[config.mk]
export PLATFORM = sky130hd
export DESIGN_NAME = stop_and_wait_datagram_receiver_unit
export DESIGN_NICKNAME = d
export VERILOG_FILES = /design/src/design/swdr_pkg.sv /design/src/design/swdr_in_reg.sv /design/src/design/swdr_core.sv /design/src/design/swdr_out_queue.sv /design/src/design/stop_and_wait_datagram_receiver_unit.sv
export VERILOG_INCLUDE_DIRS = /design/src /design/src/design
export SDC_FILE = /design/constraint.sdc
export NUM_CORES = 2
export LEC_CHECK = 0
export BUFFER_PORTS_ARGS = -buffer_cell sky130_fd_sc_hd__buf_2
export CAP_MARGIN = 10
export CORE_AREA = 2 2 377 416
export DETAILED_ROUTE_END_ITERATION = 16
export DIE_AREA = 0 0 379 418
export PLACE_DENSITY = 0.54
export SYNTH_ARGS = -nofsm -noshare
export SYNTH_HDL_FRONTEND = slang
export SYNTH_HIERARCHICAL = 1
export SYNTH_SLANG_ARGS = --single-unit
[constraint.sdc]
create_clock -name clk -period 16.7 [get_ports clk]
set_input_delay 2.505 -clock clk [delete_from_list [all_inputs] [get_ports clk]]
set_output_delay 2.505 -clock clk [all_outputs]
set_load 0.01 [all_outputs]
[src/design/stop_and_wait_datagram_receiver_unit_macros.svh]
// ---------------------------------------------------------------------------
// Assertion macros for the stop-and-wait datagram receiver
// Shared property wrappers clocked on clk and disabled during rst.
// ---------------------------------------------------------------------------
`ifndef STOP_AND_WAIT_DATAGRAM_RECEIVER_UNIT_MACROS_SVH
`define STOP_AND_WAIT_DATAGRAM_RECEIVER_UNIT_MACROS_SVH

// Same-cycle implication
`define SWDR_ASSERT_IMP(label, ante, cons, msg) \
  label: assert property (@(posedge clk) disable iff (rst) (ante) |-> (cons)) \
    else $error(msg);

// Next-cycle implication
`define SWDR_ASSERT_NXT(label, ante, cons, msg) \
  label: assert property (@(posedge clk) disable iff (rst) (ante) |=> (cons)) \
    else $error(msg);

`endif

[src/design/swdr_pkg.sv]
// ---------------------------------------------------------------------------
// swdr_pkg
// Types, reply codes and register indexes of the datagram receiver.
// ---------------------------------------------------------------------------
package swdr_pkg;

  localparam int CFG_IDX_W = 3;
  localparam int CFG_DATA_W = 8;

  // Configuration register indexes
  localparam logic [CFG_IDX_W-1:0] CFG_CONNECT_TYPE = 3'd0;
  localparam logic [CFG_IDX_W-1:0] CFG_DATA_TYPE    = 3'd1;
  localparam logic [CFG_IDX_W-1:0] CFG_PLAIN_PROTO  = 3'd2;
  localparam logic [CFG_IDX_W-1:0] CFG_RELIABLE_PROTO = 3'd3;
  localparam logic [CFG_IDX_W-1:0] CFG_RETRY_LIMIT  = 3'd4;

  // Reply kinds
  localparam logic [2:0] KIND_ACCEPT   = 3'd0;
  localparam logic [2:0] KIND_REFUSE   = 3'd1;
  localparam logic [2:0] KIND_ACK      = 3'd2;
  localparam logic [2:0] KIND_REJECT   = 3'd3;
  localparam logic [2:0] KIND_RECEIVED = 3'd4;

  // Result queue depth (largest burst of replies per word)
  localparam logic [1:0] QUEUE_DEPTH = 2'd2;

  typedef struct packed {
    logic        action;
    logic [7:0]  packet_type;
    logic [63:0] conn_id;
    logic [7:0]  protocol;
    logic [63:0] total_bytes;
    logic [63:0] seq_num;
    logic [31:0] declared_len;
    logic [15:0] payload_len;
    logic        header_complete;
  } in_item_t;

  typedef struct packed {
    logic [2:0]  reply_kind;
    logic [63:0] reply_session;
    logic [63:0] reply_package;
    logic        last;
  } result_t;

  typedef struct packed {
    logic       fire;
    logic [1:0] count;
    logic       connected;
  } core_status_t;

  typedef struct packed {
    logic [1:0] count;
    logic [1:0] free_slots;
  } queue_status_t;

  function automatic result_t make_result(logic [2:0] kind, logic [63:0] sess,
                                          logic [63:0] pkg);
    result_t r;
    r.reply_kind    = kind;
    r.reply_session = sess;
    r.reply_package = pkg;
    r.last          = 1'b0;
    return r;
  endfunction

endpackage

[src/design/swdr_in_reg.sv]
// ---------------------------------------------------------------------------
// swdr_in_reg
// Input register: captures one header word and holds it until processed.
// ---------------------------------------------------------------------------
module swdr_in_reg (
  input  logic              clk,
  input  logic              rst,
  input  logic              in_valid,
  output logic              in_stall,
  input  logic              action,
  input  logic [7:0]        packet_type,
  input  logic [63:0]       conn_id,
  input  logic [7:0]        protocol,
  input  logic [63:0]       total_bytes,
  input  logic [63:0]       seq_num,
  input  logic [31:0]       declared_len,
  input  logic [15:0]       payload_len,
  input  logic              header_complete,
  input  logic              take,
  output logic              item_valid,
  output swdr_pkg::in_item_t item
);
  import swdr_pkg::*;

  logic load;

  // Stall only while a held word is not consumed this cycle
  assign in_stall = item_valid && !take;
  assign load     = in_valid && !in_stall;

  // Track occupancy
  always_ff @(posedge clk) begin
    if (rst) begin
      item_valid <= 1'b0;
    end else if (load) begin
      item_valid <= 1'b1;
    end else if (take) begin
      item_valid <= 1'b0;
    end
  end

  // Capture payload
  always_ff @(posedge clk) begin
    if (load) begin
      item.action          <= action;
      item.packet_type     <= packet_type;
      item.conn_id         <= conn_id;
      item.protocol        <= protocol;
      item.total_bytes     <= total_bytes;
      item.seq_num         <= seq_num;
      item.declared_len    <= declared_len;
      item.payload_len     <= payload_len;
      item.header_complete <= header_complete;
    end
  end

endmodule

[src/design/swdr_core.sv]
// ---------------------------------------------------------------------------
// swdr_core
// Session state, configuration registers and reply decision for one word.
// ---------------------------------------------------------------------------
module swdr_core (
  input  logic                              clk,
  input  logic                              rst,
  input  logic                              cfg_we,
  input  logic [swdr_pkg::CFG_IDX_W-1:0]    cfg_index,
  input  logic [swdr_pkg::CFG_DATA_W-1:0]   cfg_data,
  input  logic                              item_valid,
  input  swdr_pkg::in_item_t                item,
  input  logic [1:0]                        free_slots,
  output swdr_pkg::core_status_t            status,
  output swdr_pkg::result_t                 push0,
  output swdr_pkg::result_t                 push1
);
  import swdr_pkg::*;

  // Configuration registers
  logic [7:0] connect_type_code;
  logic [7:0] data_type_code;
  logic [7:0] plain_protocol_code;
  logic [7:0] reliable_protocol_code;
  logic [7:0] retry_limit;

  // Session state; remaining replaces expected minus received bytes,
  // prev_package holds expected_package minus one
  logic        connected, connected_next;
  logic        reliable_mode, reliable_mode_next;
  logic [63:0] current_session, current_session_next;
  logic [63:0] remaining, remaining_next;
  logic [63:0] expected_package, expected_package_next;
  logic [63:0] prev_package, prev_package_next;
  logic [7:0]  retry_count, retry_count_next;
  logic        awaiting_first_data, awaiting_first_data_next;

  logic        fire;
  logic [1:0]  cnt;
  result_t     res0, res1;

  logic        is_plain, is_rel, connect_ok;
  logic        retx_drop;
  result_t     retx_reply;
  logic [63:0] pkg_inc;
  logic [31:0] plen_ext;
  logic [63:0] dlen_ext;
  result_t     final_reply;

  // Configuration writes
  always_ff @(posedge clk) begin
    if (rst) begin
      connect_type_code      <= 8'd1;
      data_type_code         <= 8'd4;
      plain_protocol_code    <= 8'd2;
      reliable_protocol_code <= 8'd3;
      retry_limit            <= 8'd5;
    end else if (cfg_we) begin
      unique case (cfg_index)
        CFG_CONNECT_TYPE:   connect_type_code      <= cfg_data;
        CFG_DATA_TYPE:      data_type_code         <= cfg_data;
        CFG_PLAIN_PROTO:    plain_protocol_code    <= cfg_data;
        CFG_RELIABLE_PROTO: reliable_protocol_code <= cfg_data;
        CFG_RETRY_LIMIT:    retry_limit            <= cfg_data;
        default: ;
      endcase
    end
  end

  // Shared comparisons
  assign is_plain   = item.protocol == plain_protocol_code;
  assign is_rel     = item.protocol == reliable_protocol_code;
  assign connect_ok = item.header_complete && (item.packet_type == connect_type_code)
                      && (is_plain || is_rel);
  assign retx_drop  = retry_count >= retry_limit;
  assign retx_reply = awaiting_first_data
                      ? make_result(KIND_ACCEPT, current_session, 64'd0)
                      : make_result(KIND_ACK, current_session, prev_package);
  assign pkg_inc    = expected_package + 64'd1;
  assign plen_ext   = {16'd0, item.payload_len};
  assign dlen_ext   = {32'd0, item.declared_len};
  assign final_reply = (dlen_ext == remaining)
                       ? make_result(KIND_RECEIVED, current_session, 64'd0)
                       : make_result(KIND_REJECT, current_session, pkg_inc);

  // Decide replies and next state
  always_comb begin
    cnt  = 2'd0;
    res0 = make_result(KIND_ACCEPT, 64'd0, 64'd0);
    res1 = make_result(KIND_ACCEPT, 64'd0, 64'd0);
    connected_next           = connected;
    reliable_mode_next       = reliable_mode;
    current_session_next     = current_session;
    remaining_next           = remaining;
    expected_package_next    = expected_package;
    prev_package_next        = prev_package;
    retry_count_next         = retry_count;
    awaiting_first_data_next = awaiting_first_data;

    if (!connected) begin
      if (!item.action) begin
        if (!connect_ok) begin
          res0 = make_result(KIND_REFUSE, item.conn_id, 64'd0);
          cnt  = 2'd1;
        end else begin
          res0 = make_result(KIND_ACCEPT, item.conn_id, 64'd0);
          current_session_next     = item.conn_id;
          remaining_next           = item.total_bytes;
          expected_package_next    = 64'd0;
          prev_package_next        = '1;
          retry_count_next         = 8'd0;
          awaiting_first_data_next = 1'b1;
          reliable_mode_next       = !is_plain;
          if (item.total_bytes == 64'd0) begin
            res1 = make_result(KIND_RECEIVED, item.conn_id, 64'd0);
            cnt  = 2'd2;
          end else begin
            connected_next = 1'b1;
            cnt            = 2'd1;
          end
        end
      end
    end else if (item.action) begin
      if (!reliable_mode || retx_drop) begin
        connected_next = 1'b0;
      end else begin
        retry_count_next = retry_count + 8'd1;
        res0 = retx_reply;
        cnt  = 2'd1;
      end
    end else if (!item.header_complete) begin
      res0 = make_result(KIND_REJECT, current_session, expected_package);
      cnt  = 2'd1;
      connected_next = 1'b0;
    end else if (item.conn_id != current_session) begin
      res0 = make_result(KIND_REFUSE, current_session, 64'd0);
      cnt  = 2'd1;
    end else if (item.packet_type != data_type_code) begin
      res0 = make_result(KIND_REJECT, current_session, item.seq_num);
      cnt  = 2'd1;
      connected_next = 1'b0;
    end else if (item.seq_num != expected_package) begin
      if (reliable_mode && (item.seq_num < expected_package)) begin
        if (retx_drop) begin
          connected_next = 1'b0;
        end else begin
          retry_count_next = retry_count + 8'd1;
          res0 = retx_reply;
          cnt  = 2'd1;
        end
      end else begin
        res0 = make_result(KIND_REJECT, current_session, item.seq_num);
        cnt  = 2'd1;
        connected_next = 1'b0;
      end
    end else if (plen_ext != item.declared_len) begin
      res0 = make_result(KIND_REJECT, current_session, item.seq_num);
      cnt  = 2'd1;
      connected_next = 1'b0;
    end else begin
      // Good data word: count it, ack in reliable mode, close on completion
      awaiting_first_data_next = 1'b0;
      expected_package_next    = pkg_inc;
      prev_package_next        = expected_package;
      if (reliable_mode) begin
        res0 = make_result(KIND_ACK, current_session, expected_package);
        cnt  = 2'd1;
      end
      if (dlen_ext < remaining) begin
        remaining_next = remaining - dlen_ext;
      end else begin
        remaining_next = 64'd0;
        connected_next = 1'b0;
        if (reliable_mode) begin
          res1 = final_reply;
          cnt  = 2'd2;
        end else begin
          res0 = final_reply;
          cnt  = 2'd1;
        end
      end
    end

    // Mark the final reply of this word
    if (cnt == 2'd1) begin
      res0.last = 1'b1;
    end else if (cnt == 2'd2) begin
      res1.last = 1'b1;
    end
  end

  // Commit only when the result queue has room for every reply
  assign fire = item_valid && (cnt <= free_slots);

  always_ff @(posedge clk) begin
    if (rst) begin
      connected           <= 1'b0;
      reliable_mode       <= 1'b0;
      current_session     <= 64'd0;
      remaining           <= 64'd0;
      expected_package    <= 64'd0;
      prev_package        <= '1;
      retry_count         <= 8'd0;
      awaiting_first_data <= 1'b1;
    end else if (fire) begin
      connected           <= connected_next;
      reliable_mode       <= reliable_mode_next;
      current_session     <= current_session_next;
      remaining           <= remaining_next;
      expected_package    <= expected_package_next;
      prev_package        <= prev_package_next;
      retry_count         <= retry_count_next;
      awaiting_first_data <= awaiting_first_data_next;
    end
  end

  assign status.fire      = fire;
  assign status.count     = cnt;
  assign status.connected = connected;
  assign push0            = res0;
  assign push1            = res1;

endmodule

[src/design/swdr_out_queue.sv]
// ---------------------------------------------------------------------------
// swdr_out_queue
// Two-entry result queue: takes up to two replies per cycle, sends one.
// ---------------------------------------------------------------------------
module swdr_out_queue (
  input  logic                    clk,
  input  logic                    rst,
  input  swdr_pkg::core_status_t  core_status,
  input  swdr_pkg::result_t       push0,
  input  swdr_pkg::result_t       push1,
  input  logic                    out_stall,
  output logic                    out_valid,
  output swdr_pkg::result_t       head,
  output swdr_pkg::queue_status_t status
);
  import swdr_pkg::*;

  result_t    slots [2];
  logic       wp, rp;
  logic [1:0] count, count_next;
  logic [1:0] push_n;
  logic       pop;

  assign out_valid = count != 2'd0;
  assign pop       = out_valid && !out_stall;
  assign push_n    = core_status.fire ? core_status.count : 2'd0;
  assign count_next = count + push_n - {1'b0, pop};
  assign head      = slots[rp];

  // Pointers and fill level
  always_ff @(posedge clk) begin
    if (rst) begin
      count <= 2'd0;
      wp    <= 1'b0;
      rp    <= 1'b0;
    end else begin
      count <= count_next;
      wp    <= wp ^ push_n[0];
      rp    <= rp ^ pop;
    end
  end

  // Write replies in order
  always_ff @(posedge clk) begin
    if (push_n != 2'd0) begin
      slots[wp] <= push0;
    end
    if (push_n == 2'd2) begin
      slots[~wp] <= push1;
    end
  end

  assign status.count      = count;
  assign status.free_slots = QUEUE_DEPTH - count + {1'b0, pop};

endmodule

[src/design/stop_and_wait_datagram_receiver_unit.sv]
// ---------------------------------------------------------------------------
// stop_and_wait_datagram_receiver_unit
// Receiver side of a stop-and-wait connect/data/ack protocol.
// ---------------------------------------------------------------------------
// Input channel (in_valid/in_stall) carries one parsed header or a timeout
// per word. Output channel (out_valid/out_stall) carries reply words; a word
// that causes two replies (accept then received, ack then received or
// reject) gives them on consecutive output words, the second flagged last.
// A header is registered in the input register, decided by the core and,
// once the result queue has room for all its replies, written to the queue,
// whose head drives the reply outputs. Throughput: one input word per cycle
// while out_stall is low and every word gives at most one reply; a two-reply
// word leaves the two-entry result queue one reply per output word, which
// sets the sustained rate. Configuration: cfg_we, cfg_index, cfg_data write
// the five 8-bit registers; indexes beyond them are ignored. The user must
// write them only while the block is idle; the block does not enforce it.
// Reset (rst, synchronous) restores the register defaults, drops any
// session and empties both the input register and the result queue.
// When out_stall is high the queue fills; once it cannot hold the replies
// of the held header, in_stall rises until the queue drains.
// ---------------------------------------------------------------------------
`include "stop_and_wait_datagram_receiver_unit_macros.svh"

module stop_and_wait_datagram_receiver_unit (
  input  logic                            clk,
  input  logic                            rst,
  input  logic                            cfg_we,
  input  logic [swdr_pkg::CFG_IDX_W-1:0]  cfg_index,
  input  logic [swdr_pkg::CFG_DATA_W-1:0] cfg_data,
  input  logic                            in_valid,
  output logic                            in_stall,
  input  logic                            action,
  input  logic [7:0]                      packet_type,
  input  logic [63:0]                     conn_id,
  input  logic [7:0]                      protocol,
  input  logic [63:0]                     total_bytes,
  input  logic [63:0]                     seq_num,
  input  logic [31:0]                     declared_len,
  input  logic [15:0]                     payload_len,
  input  logic                            header_complete,
  output logic                            out_valid,
  input  logic                            out_stall,
  output logic [2:0]                      reply_kind,
  output logic [63:0]                     reply_session,
  output logic [63:0]                     reply_package,
  output logic                            last
);
  import swdr_pkg::*;

  logic          item_valid;
  in_item_t      item;
  core_status_t  core_status;
  queue_status_t queue_status;
  result_t       push0, push1, head;

  // Header register
  swdr_in_reg u_in_reg (
    .clk             (clk),
    .rst             (rst),
    .in_valid        (in_valid),
    .in_stall        (in_stall),
    .action          (action),
    .packet_type     (packet_type),
    .conn_id         (conn_id),
    .protocol        (protocol),
    .total_bytes     (total_bytes),
    .seq_num         (seq_num),
    .declared_len    (declared_len),
    .payload_len     (payload_len),
    .header_complete (header_complete),
    .take            (core_status.fire),
    .item_valid      (item_valid),
    .item            (item)
  );

  // Session logic
  swdr_core u_core (
    .clk        (clk),
    .rst        (rst),
    .cfg_we     (cfg_we),
    .cfg_index  (cfg_index),
    .cfg_data   (cfg_data),
    .item_valid (item_valid),
    .item       (item),
    .free_slots (queue_status.free_slots),
    .status     (core_status),
    .push0      (push0),
    .push1      (push1)
  );

  // Reply queue
  swdr_out_queue u_out_queue (
    .clk         (clk),
    .rst         (rst),
    .core_status (core_status),
    .push0       (push0),
    .push1       (push1),
    .out_stall   (out_stall),
    .out_valid   (out_valid),
    .head        (head),
    .status      (queue_status)
  );

  assign reply_kind    = head.reply_kind;
  assign reply_session = head.reply_session;
  assign reply_package = head.reply_package;
  assign last          = head.last;

  // Checks
  `SWDR_ASSERT_NXT(a_pair_shows, core_status.fire && (core_status.count == 2'd2),
    out_valid && (queue_status.count != 2'd0), "two-reply word left the queue empty")
  `SWDR_ASSERT_IMP(a_idle_timeout_silent,
    core_status.fire && !core_status.connected && item.action,
    core_status.count == 2'd0, "idle timeout produced a reply")
  `SWDR_ASSERT_IMP(a_fire_fits, core_status.fire,
    core_status.count <= queue_status.free_slots, "reply queue overrun")

endmodule
==> key figures <==
Setup path
  • Critical path endpoint category: primary output
  • Data arrival time of the critical path: approximately 6700 ps
  • Setup Crit Path Kind: flop to primary output
  • Critical Path Fanout Max: 25
  • Worst endpoint required time: roughly 14000 ps
  • Startpoint Class: flop

Final layout
  • Area Growth Syn to Fin: 16.1%
  • Most used cells in the layout excluding fill and tap cells: 522 x edfxtp_1, 515 x nand2_1, 406 x buf_2
  • Layout net count: a little over 5000
  • Most common cell after layout, fill and taps aside: edfxtp_1
  • Ratio of cells with drive above 1 in the final layout: 22.6%
  • Final standard cell utilization of the core: a little over a third

Global routing
  • Global-route wire length before repair: 248 mm
  • Maximum number of pins on one net before global-route repair: between 100 and 150
  • Vias in the first global route: between 30000 and 40000
  • Overall track demand over capacity in global routing: a little over a fifth
  • Global-route congestion overflow total: 0
  • Initial antenna violation count: 29

Timing
  • Setup repair after global routing missed its margin: no
  • Max Slew Vio Count: 0
  • Highest attainable clock frequency: 0.108 GHz
  • Sum of negative setup slack: 0 ps
  • Shortest clock period the worst path allows after layout: 9230 ps
  • Fin Clk Skew: approximately 61 ps
  • Actual slew at the worst max-slew pin: 1170 ps
  • Count of endpoints failing setup in the final report: 0
  • Fraction of the cycle the final worst path needs: a little under three fifths
  • Final Hold Vio Count: 0
  • Worst-case headroom to the max-slew limit: about 22%

CTS
  • # hold bufs at CTS: 0
  • Clock-pin slew on the worst setup and hold paths: ~60 ps
  • CTS tree: yes
  • Clock H-tree levels: 3
  • Largest buffer count on any clock path: 3
  • Clock latency at the later pin of the worst-skew pair: about 750 ps
  • Root buffer selected by CTS: clkbuf_16
  • # Post-CTS Setup Buffers: 0
  • Number of clock buffers inserted by TritonCTS: 97
  • Number of gates resized after CTS: 0
  • CTS sink cnt: roughly 830

Synthesis
  • Post-Syn Area: 46000 sq um
  • Total of warnings raised by yosys: 6
  • Instance count of the mapped netlist: about 4500
  • Net count of the mapped netlist: between 4000 and 5000
  • Post-Synthesis Mean Instance Area: just over 10 sq um

Floorplanning
  • Die area: roughly 160000 sq um
  • Die extent in y: roughly 420 microns
  • Std-Cell Core Area: 154000 sq um
  • Width of the chip: 379 microns
  • Row cnt: approximately 150
  • Ports placed on the boundary: between 400 and 500
  • Starting Density: between 20% and 30%

Worst hold path
  • Path class of the lowest-slack min-delay path: flop to flop

Drt
  • Drt first-iter violations: a little over 4000
  • Average detailed-routed wire length per instance: around 25 microns
  • DRT Wirelength: approximately 170 mm
  • Number of design rule violations left after detail routing: 0
  • First-pass iteration count of the detailed router: 8
  • Via density per instance: approximately 5.5
  • Vias after detailed routing: about 38000
  • Number of nets with antenna violations after routing: 0

Power and ir drop
  • IR Drop Worst-Case VDD: 0.0914 mV
  • Pwr per Cell Area: between 100 and 150 nW/um^2
  • Total leakage power: 19.1 nW

Place
  • HPWL after detailed placement: 112 mm
  • Number of buffers inserted by port buffering: ~410
  • Final RePlAce weighted congestion: 0.928

Flow run
  • Maxcap violations: 0

Status
  • Status: finished, final reports clean
[path summary, 6_finish.rpt]
kind         depth (start not counted)                                     start  slack [ps]                            endpoint
max                                 17  u_core/expected_package[42]$_SDFFE_PP0P_        7470                            in_stall
min                                  2        u_core/retry_limit[7]$_SDFFE_PP0P_         460  u_core/retry_limit[7]$_SDFFE_PP0P_
max reg2reg                         19  u_core/expected_package[42]$_SDFFE_PP0P_        8170        u_in_reg/item[212]$_DFFE_PP_
min reg2reg                          2        u_core/retry_limit[7]$_SDFFE_PP0P_         460  u_core/retry_limit[7]$_SDFFE_PP0P_
[metrics by stage]
| step | std cells | hold slack (ps) | worst slack (ps) | instance area (sq um) | total power [W] |
|---|---|---|---|---|---|
| floorplan | 4518 | 423 | 337 | 46000 | 0.00287 |
| global placement | 6740 | 448 | 8360 | 50000 | 0.00320 |
| detailed placement | 6740 | 448 | 8320 | 50000 | 0.00320 |
| CTS | 6924 | 457 | 7580 | 53400 | 0.00552 |
| global route | 6932 | 480 | 7150 | 53400 | 0.00564 |
| finish | 6933 | 456 | 7470 | 53400 | 0.00545 |
[registers in the layout, indices dropped and copies added (netlist names), 2 cells and up]
register and flops:
u_core/retry_count 8, u_core/connect_type_code 8, u_out_queue/count 2, u_core/expected_package 64
u_core/reliable_protocol_code 8, u_core/plain_protocol_code 8, u_out_queue/slots 264, u_core/data_type_code 8
u_in_reg/item 258, u_core/prev_package 64, u_core/remaining 64, u_core/retry_limit 8
u_core/current_session 64
[area by class of cell]
class | count | area [sq um]
diodes | 9 | 22.5
clock buffers | 126 | 2610
clock inverters | 58 | 803
fillers | 15600 | 100000
inverters | 135 | 507
multi-input cells | 3230 | 22400
flip-flops and latches | 834 | 21900
well taps | 2065 | 2580
repair buffers | 476 | 2590
[worst max-delay path, cell delays in order, from the launching register on]
cell and delay, ps:
dfxtp_1 560, inv_1 140, ha_1 320, nand4_1 190, nor4_1 810, nand3b_1 190
or3_1 800, nor2_1 510, nand3_2 90, buf_4 290, nor2_1 430, a21o_1 300
ha_1 270, nor2b_1 130, o21ai_0 130, and2_1 480, nor2b_4 150, buf_2 170
[power breakdown]
group / internal [W] / switching, W
logic: 0.000296 / 0.000431
clock network: 0.00134 / 0.000962
registers: 0.00233 / 0.0000958
[per-layer routing]
| layer | routed length (microns) | up-vias | GRT usage (%) |
|---|---|---|---|
| met4 | 7170 | 8 | 9.09 |
| met1 | 72500 | 18800 | 27.7 |
| met5 | 47 | - | 0 |
| li1 | - | 17500 | - |
| met3 | 12900 | 384 | 3.73 |
| met2 | 80000 | 1724 | 33.7 |
No activity file was read; power rests on OpenSTA's default activity.
